$ cat config.mk
export PLATFORM = sky130hd
export DESIGN_NAME = snm_ctrl
export DESIGN_NICKNAME = d
export VERILOG_FILES = /design/src/hw/rtl/snm_pkg.sv /design/src/hw/rtl/snm_ctrl.sv
export SDC_FILE = /design/constraint.sdc
export NUM_CORES = 1
export LEC_CHECK = 0
export ABC_CLOCK_PERIOD_IN_PS = 1100
export BUFFER_PORTS_ARGS = -buffer_cell sky130_fd_sc_hd__clkbuf_2
export CORE_AREA = 3 3 40 42
export DETAILED_ROUTE_END_ITERATION = 8
export DIE_AREA = 0 0 43 45
export PLACE_DENSITY = 0.34
export SLEW_MARGIN = 20
export SYNTH_ARGS = -nofsm -noshare
export SYNTH_HDL_FRONTEND = slang
export SYNTH_SLANG_ARGS = --single-unit
$ cat constraint.sdc
create_clock -name clock -period 1.1 [get_ports clock]
set_input_delay 0.165 -clock clock [delete_from_list [all_inputs] [get_ports clock]]
set_output_delay 0.165 -clock clock [all_outputs]
set_load 0.02 [all_outputs]
$ cat src/hw/rtl/snm_pkg.sv
// Shared types and constants for the sine note mixer.
// Used by snm_ctrl, snm_datapath and sine_note_mixer_top; depends on nothing.
package snm_pkg;

   // Default sizes for the top-level parameters
   localparam int NOTE_SLOTS_DEF     = 64;
   localparam int SINE_ADDR_BITS_DEF = 10;

   // Fixed field widths
   localparam int SLOT_FIELD_W = 6;
   localparam int TIME_W       = 24;
   localparam int STEP_W       = 32;
   localparam int GAIN_W       = 16;
   localparam int USE_W        = 7;
   localparam int MIX_W        = 24;
   localparam int SINE_W       = 15;   // magnitude of a quarter-wave entry

   // Request kinds
   localparam logic KIND_LOAD = 1'b0;
   localparam logic KIND_TICK = 1'b1;

   // Register file
   localparam int CSR_INDEX_W = 2;
   localparam int CSR_DATA_W  = 24;
   localparam logic [CSR_INDEX_W-1:0] CSR_NOTES_IN_USE = 2'd0;
   localparam logic [CSR_INDEX_W-1:0] CSR_LENGTH_LIMIT = 2'd1;
   localparam logic [TIME_W-1:0]      LENGTH_LIMIT_RST = 24'hFFFFFF;

   // Output clip bounds
   localparam logic signed [MIX_W-1:0] MIX_MAX = 24'sh7FFFFF;
   localparam logic signed [MIX_W-1:0] MIX_MIN = -24'sh800000;

   // One stored note
   typedef struct packed {
      logic [TIME_W-1:0] start;
      logic [TIME_W-1:0] length;
      logic [STEP_W-1:0] step;
      logic [GAIN_W-1:0] gain;
   } snm_note_type;

   // Controller states
   typedef enum logic [2:0] {
      ST_IDLE,
      ST_SCAN,
      ST_DRAIN,
      ST_ROUND,
      ST_PUBLISH
   } snm_state_type;

   // Controller to datapath
   typedef struct packed {
      logic load_en;     // write the requested note slot
      logic tick_start;  // clear accumulator and slot counter
      logic scan_step;   // read the next slot into the pipeline
      logic round_en;    // scale the finished sum
      logic publish;     // load the output register, advance the clock
   } snm_cmd_type;

   // Datapath to controller
   typedef struct packed {
      logic tick_live;   // sample clock below the length limit
      logic scan_done;   // every slot in use has been issued
      logic pipe_empty;  // no slot left in flight
      logic out_busy;    // output register full and not taken this cycle
   } snm_status_type;

endpackage

$ cat src/hw/rtl/snm_ctrl.sv
// Sequencing state machine of the sine note mixer.
// Depends on snm_pkg for the state, command and status types.
module snm_ctrl (
   input  logic                    clock,
   input  logic                    reset,
   input  logic                    req_valid,
   output logic                    req_ready,
   input  logic                    req_kind,
   input  snm_pkg::snm_status_type status,
   output snm_pkg::snm_cmd_type    cmd
);
   import snm_pkg::*;

   snm_state_type state_ff, state_in;

   // Hold the state
   always_ff @(posedge clock) begin
      if (reset) begin
         state_ff <= ST_IDLE;
      end else begin
         state_ff <= state_in;
      end
   end

   // Next state
   always_comb begin
      state_in = state_ff;
      case (state_ff)
         ST_IDLE: begin
            if (req_valid && req_kind == KIND_TICK && status.tick_live) begin
               state_in = ST_SCAN;
            end
         end
         ST_SCAN: begin
            if (status.scan_done) begin
               state_in = ST_DRAIN;
            end
         end
         ST_DRAIN: begin
            if (status.pipe_empty) begin
               state_in = ST_ROUND;
            end
         end
         ST_ROUND: begin
            state_in = ST_PUBLISH;
         end
         ST_PUBLISH: begin
            if (!status.out_busy) begin
               state_in = ST_IDLE;
            end
         end
         default: begin
            state_in = ST_IDLE;
         end
      endcase
   end

   // Commands and handshake
   always_comb begin
      cmd       = '0;
      req_ready = 1'b0;
      case (state_ff)
         ST_IDLE: begin
            req_ready      = 1'b1;
            cmd.load_en    = req_valid && (req_kind == KIND_LOAD);
            cmd.tick_start = req_valid && (req_kind == KIND_TICK) && status.tick_live;
         end
         ST_SCAN: begin
            cmd.scan_step = !status.scan_done;
         end
         ST_DRAIN: begin
         end
         ST_ROUND: begin
            cmd.round_en = 1'b1;
         end
         ST_PUBLISH: begin
            cmd.publish = !status.out_busy;
         end
         default: begin
         end
      endcase
   end

endmodule

==> results of run 1 <==
## cells by family (layout without fill, tap and decap cells)
kind of cell	Yosys count	in the layout
AOI/OAI and AO/OA	2	2
buffers and inverters	2	28
DFF	3	3
muxes	1	1
and+or+nand+nor	15	15
## power by group
group,internal (mW),leakage (nW),total (mW),switching [mW]
Clock,0.136,0.0150,0.189,0.0537
Combinational,0.237,0.178,0.419,0.182
Sequential,0.130,0.0253,0.139,0.00897
Total,0.502,0.219,0.747,0.245
## layout make-up
type	count	area share [%]
Timing Repair Buffer	22	41.7
Sequential cell	3	13.4
Tap cell	15	4.01
Clock buffer	4	5.61
Inverter	2	2.67
Multi-Input combinational cell	18	32.6
## worst max-delay path by stage
stage	from	endpoint	cells after the start
global route	state_ff[0]$_SDFFE_PP0P_	cmd[4]	3
finish	state_ff[0]$_SDFFE_PP0P_	cmd[4]	3
CTS	state_ff[0]$_SDFFE_PP0P_	cmd[4]	3
global placement	state_ff[0]$_SDFFE_PP0P_	cmd[4]	3
floorplan	state_ff[0]$_SDFFE_PP0P_	cmd[4]	2
detailed placement	state_ff[0]$_SDFFE_PP0P_	cmd[4]	3
## cells in the mapped netlist
| master | number |
|---|---|
| a31oi_1 | 1 |
| a32o_1 | 1 |
| and3b_2 | 1 |
| clkinv_2 | 1 |
| dfxtp_1 | 3 |
| inv_1 | 1 |
| mux2i_1 | 1 |
| nand2_1 | 1 |
| nand2_2 | 1 |
| nand2b_1 | 1 |
| nand3_1 | 1 |
| nor2_1 | 4 |
| nor2b_1 | 1 |
| nor3_1 | 2 |
| nor3b_1 | 1 |
| nor4b_1 | 1 |
| or3_4 | 1 |
## layer usage
metal / track usage [%] / share of wire [%] / vias to the layer above / wire (um)
met3: 4.78 / 8.5 / 2 / 54
li1: - / - / 135 / -
met5: 0 / 0 / - / 0
met2: 13.5 / 52 / 10 / 334
met1: 6.49 / 38 / 115 / 244
met4: 7.23 / 0.94 / 0 / 6
## timing repair
item                                    4_1_cts  5_1_grt
endpoints found under the hold margin         0        0
gates cloned                                  0        0
setup buffers                                 2        3
pin swaps                                     2        2
endpoints found under the setup margin        7        7
resized for setup                            16        4
## through the flow
| step | cell area, um2 | utilization, % | power (mW) | hold slack [ps] |
|---|---|---|---|---|
| 2_1_floorplan | 211 | - | 0.326 | 234 |
| 3_3_place_gp | 325 | 25.3 | 0.419 | 387 |
| 3_5_place_dp | 325 | 25.3 | 0.423 | 391 |
| 4_1_cts | 437 | 34.0 | 0.727 | 143 |
| 5_1_grt | 468 | 36.4 | 0.808 | 150 |
| 6_report | 468 | 36.4 | 0.747 | 149 |
==> flow_summary.ini, run 1 <==
[outcome]
status = complete, but fails checks
violations = negative setup slack

[run]
max_cap_violations = 0

[placement]
gp_congestion = 0.686
io_buffers = 13
place_hpwl_um = 439
place_ws_ps = -136
placed_cells = 55

[global_routing]
antenna_found_initial = 0
grt_max_degree = 7
grt_pass1_vias = 255
grt_pass1_wl_um = 1060
overflow = 0
grt_usage_pct = 7.99

[power_and_ir_drop]
pwr_density_cell_mw_per_mm2 = 1600
p_leak_nw = 0.219
ir_drop_mv = 0.401

[cts]
root_buffer = clkbuf_4
cts_hold_buf = 0
cts_buffers = 3
clkSinkCount = 3
clockBufferDepth = 2
htree_levels = 1
cts_tree = yes
clk_pin_slew_worst_paths_ps = 40
clkLatencyLatePin_ps = 230

[logic_synthesis]
synth_top_family_by_area = simple AND/OR/NAND/NOR gates
yosys_warnings = 0
synth-simple-area-share_pct = 48.6
synth_fa_ha_area_share_pct = 0
synth.avg_cell_area_um2 = 8.05
yosys-top-cells-area = dfxtp_1 32%, nor2_1 8.1%, or3_4 6.1%
synth-xor-area-share_pct = 0
netlist.area_leader.share_pct = 32.4
seq_area_frac_synth_pct = 32.4
syn_inst = 23
synth_compound_area_share_pct = 8.78
synth_mux_area_share_pct = 5.41
synth_area_leader_cell = dfxtp_1
synth_area_um2 = 185
syn_nets = 31
synth-seq-cells = 3
synth_cell_type_count = 17

[critical_path]
crit_type = register to output pin
end_kind = output pin
r2r_slack_ps = -180
arrival_ps = 1280
cp_max_fo = 3
critPathRequiredTime_ps = 940
reg2reg_to = state_ff[0]$_SDFFE_PP0P_
startpoint_type = register
reg2reg_depth = 5
worstReg2RegStart = state_ff[0]$_SDFFE_PP0P_
cp_slowest_cell = or3_4
cp_top_family = simple AND/OR/NAND/NOR gates
path_cells = or3_4 -> nor3b_4 -> clkbuf_8
path_buf_inv = 1
max_stage_delay_ps = 410

[finish]
layout_common_cells = 7 x clkbuf_2, 6 x buf_4, 4 x clkbuf_8, 4 x buf_6, 3 x clkbuf_4
fin_cells = 64
nFillCells = 135
reg_top3 = state_ff x3
areaGrowthSynthToFinish_pct = 153
largest_register = state_ff
final_common_cell = clkbuf_2
final-seq-area_um2 = 62.6
fin_nets = 58
layout-drive-gt1-share_pct = 71.4
multiInputGateArea_um2 = 153
largest_reg_flops = 3
antenna_cells = 0

[die]
io_pins = 14
start_util_pct = 14.4
die_x_um = 43
num_rows = 13
die_height_um = 45
die_area_mm2 = 0.00194
core-area_mm2 = 0.00128

[hold_path]
holdPathEnd = state_ff[1]$_SDFFE_PP0P_
hp-class = input pin to register
hp-start = reset
holdPathStages = 2

[sta]
hold_viol_final = 0
skew_ps = 3.95
slew_violations = 0
fmax_ghz = 0.690
min_period_ps = 1450
fin_ws_ps = -349
max-slew-margin-rel_pct = 82.1
finalSetupViolCount = 7
fin_crit_sh_pct = 132
finalSetupTns_ps = -1760
rsz0062_at_grt = yes
tightest_slew_ps = 267

[drt]
vias = 262
drc = 0
routed_wirelength_um = 639
drtIter0Drc = 0
drt-pass1-iter-count = 1
viasPerCell = 4.09
postRouteAntennaNets = 0
wl_per_cell_um = 9.98
No activity file was read; power rests on OpenSTA's default activity.
==> run 2: changes to the inputs <==
--- a/config.mk
+++ b/config.mk
@@ -5,12 +5,13 @@
 export SDC_FILE = /design/constraint.sdc
 export NUM_CORES = 1
 export LEC_CHECK = 0
+export ABC_AREA = 1
 export ABC_CLOCK_PERIOD_IN_PS = 1100
 export BUFFER_PORTS_ARGS = -buffer_cell sky130_fd_sc_hd__clkbuf_2
 export CORE_AREA = 3 3 40 42
 export DETAILED_ROUTE_END_ITERATION = 8
 export DIE_AREA = 0 0 43 45
-export PLACE_DENSITY = 0.34
+export PLACE_DENSITY = 0.4
 export SLEW_MARGIN = 20
 export SYNTH_ARGS = -nofsm -noshare
 export SYNTH_HDL_FRONTEND = slang
==> run 2 against run 1 <==
  * The flow still finishes with violations (negative setup slack)
  * Synthesized cell count rose by 78%
  * First-iteration DRC count up 3
  * Combinational power rose by 100%
  * Worst setup slack better by 160 ps
  * Power grew 71%
  * Non-clock buffer count shrank 4
  * Count of clock-buffer cells in the layout unchanged
  * Sequential power increased by 81%
  * Critical endpoint unchanged
  * Cell count rose by 22%
  * Sequential share of layout area up 1.2 points
==> flow_summary.ini, run 2 <==
[die]
start_util_pct = 19.1
die_area_mm2 = 0.00194
die_x_um = 43
num_rows = 13
core-area_mm2 = 0.00128
io_pins = 14
die_height_um = 45

[logic_synthesis]
synth_commonest_cells = 8 x nand2_1, 7 x inv_1, 6 x nor2_1
synth-seq-cells = 3
yosys_warnings = 0
synth.avg_cell_area_um2 = 5.98
seq_area_frac_synth_pct = 24.5
syn_inst = 41
synth_cell_type_count = 13
synthArstFlopShare_pct = 0
synth_flop_cell = dfxtp_1
synth_enable_flop_cells = 0
yosys-top-cells-area = dfxtp_1 24%, nand2_1 12%, inv_1 11%
yosysMostFrequentCell = nand2_1
synth_area_leader_cell = dfxtp_1
syn_nets = 49
netlist.area_leader.share_pct = 24.5
synth_area_um2 = 245

[global_routing]
overflow = 0
grt_busiest_layer = met1
grt_usage_pct = 7.49
grt_pass1_vias = 256
gr-usage-met2_pct = 8.68
global_route.usage.met1_pct = 9.86
antenna_found_initial = 0
use_met3_pct = 6.77
grt_pass1_wl_um = 1040
grt_max_degree = 6

[cts]
clk_pin_slew_worst_paths_ps = 40
root_buffer = clkbuf_4
clkLatencyLatePin_ps = 230
htree_levels = 1
cts_tree = yes
clockBufferDepth = 2
cts_buffers = 3
cts_hold_buf = 0
clkSinkCount = 3

[sta]
max-slew-margin-rel_pct = 92.3
fmax_ghz = 0.777
min_period_ps = 1290
fin_ws_ps = -186
rsz0062_at_grt = yes
slew_violations = 0
tightest_slew_ps = 115
fin_crit_sh_pct = 117
hold_viol_final = 0
skew_ps = 1.09
finalSetupViolCount = 7

[drt]
drtIter0Drc = 3
drc = 0
routed_wirelength_um = 607
viasPerCell = 3.83
postRouteAntennaNets = 0
vias = 299
drt-pass1-iter-count = 3
wl_per_cell_um = 7.78

[power_and_ir_drop]
pwr_density_cell_mw_per_mm2 = 2710
ir_drop_mv = 1.37
p_leak_nw = 0.247

[hold_path]
holdPathStages = 2
hp-class = input pin to register
hp-start = reset
holdPathEnd = state_ff[2]$_SDFFE_PP0P_

[placement]
place_hpwl_um = 465
place_ws_ps = -22.3
place_area_um2 = 359
gp_congestion = 0.676
io_buffers = 13

[finish]
reg_top3 = state_ff x3
areaGrowthSynthToFinish_pct = 92.3
post-route-util_pct = 36.7
fin_area_um2 = 472
layout-drive-gt1-share_pct = 68.3
nFillCells = 136
fin_nets = 72
antenna_cells = 0
layout_common_cells = 7 x nand2_1, 7 x clkbuf_2, 5 x nor2_4, 5 x clkbuf_4, 5 x buf_4
largest_reg_flops = 3
largest_register = state_ff

[outcome]
status = complete, but fails checks
violations = negative setup slack

[critical_path]
critPathRequiredTime_ps = 940
reg2reg_depth = 8
arrival_ps = 1120
startpoint_type = register
cp_max_fo = 3
worstReg2RegStart = state_ff[2]$_SDFFE_PP0P_
crit_type = register to output pin
reg2reg_to = state_ff[0]$_SDFFE_PP0P_
r2r_slack_ps = 0
end_kind = output pin

[run]
max_cap_violations = 0
run 2: changes by cell type after synthesis, moves of 2 or more:
cell,before,now
nand3_1,1,3
nand2_1,1,8
inv_2,0,2
inv_1,1,7
nor2_1,4,6
nand3_2,0,2
nor2_2,0,4
run 2: worst max path at each step:
stage	to	cells past startpoint	slack, ps	startpoint
floorplan	cmd[4]	5	-30	state_ff[0]$_SDFFE_PP0P_
global placement	cmd[4]	6	-40	state_ff[0]$_SDFFE_PP0P_
detailed placement	cmd[4]	6	-20	state_ff[0]$_SDFFE_PP0P_
CTS	cmd[4]	6	-210	state_ff[2]$_SDFFE_PP0P_
global route	cmd[4]	6	-250	state_ff[2]$_SDFFE_PP0P_
finish	cmd[4]	6	-190	state_ff[2]$_SDFFE_PP0P_
run 2: cell families (layout without fill, tap and decap cells):
group	after synthesis	in the layout	synth area share [%]
buffers and inverters	9	31	13.8
AO/OA/AOI/OAI	2	2	4.08
flip-flops	3	3	24.5
AND/OR/NAND/NOR	27	27	57.6
run 2: per-stage QoR:
step	hold WS [ps]	instances	power, mW	setup TNS (ps)
2_1_floorplan	234	41	0.683	-34.5
3_3_place_gp	369	71	0.863	-56.0
3_5_place_dp	354	71	0.843	-22.3
4_1_cts	97.3	77	1.16	-949
5_1_grt	112	78	1.41	-1250
6_report	109	78	1.28	-697
run 2: layout make-up:
cell class / count / area, um2 / area share (%)
clock buffers: 4 / 26.3 / 5.57
inverters: 9 / 36.3 / 7.69
well taps: 15 / 18.8 / 3.98
multi-input cells: 29 / 186 / 39.5
repair buffers: 18 / 135 / 28.6
flip-flops and latches: 3 / 68.8 / 14.6
run 2: layer usage:
layer	routed length (um)	up-vias
met5	0	-
met4	0	0
met3	71	0
met2	251	10
met1	284	120
li1	-	169
run 2: worst max-delay path, cell delays in order, from the launching register on:
cell      delay [ps]
dfxtp_2          340
nor2_4           110
inv_2             60
nor2_4            80
nand2_1           60
nor2_2            80
clkbuf_8         150
run 2: power by group:
group          leakage [nW]  internal, mW  switching (mW)  total [mW]
sequential           0.0264         0.171          0.0803       0.251
clock                0.0150         0.136          0.0559       0.192
combinational         0.206         0.394           0.444       0.838
run 2: what timing repair did:
| item | in CTS | in global routing |
|---|---|---|
| setup endpoints to repair | 7 | 8 |
| gates resized for setup | 10 | 18 |
| pin swaps | 2 | 2 |
| setup buffers | 2 | 1 |
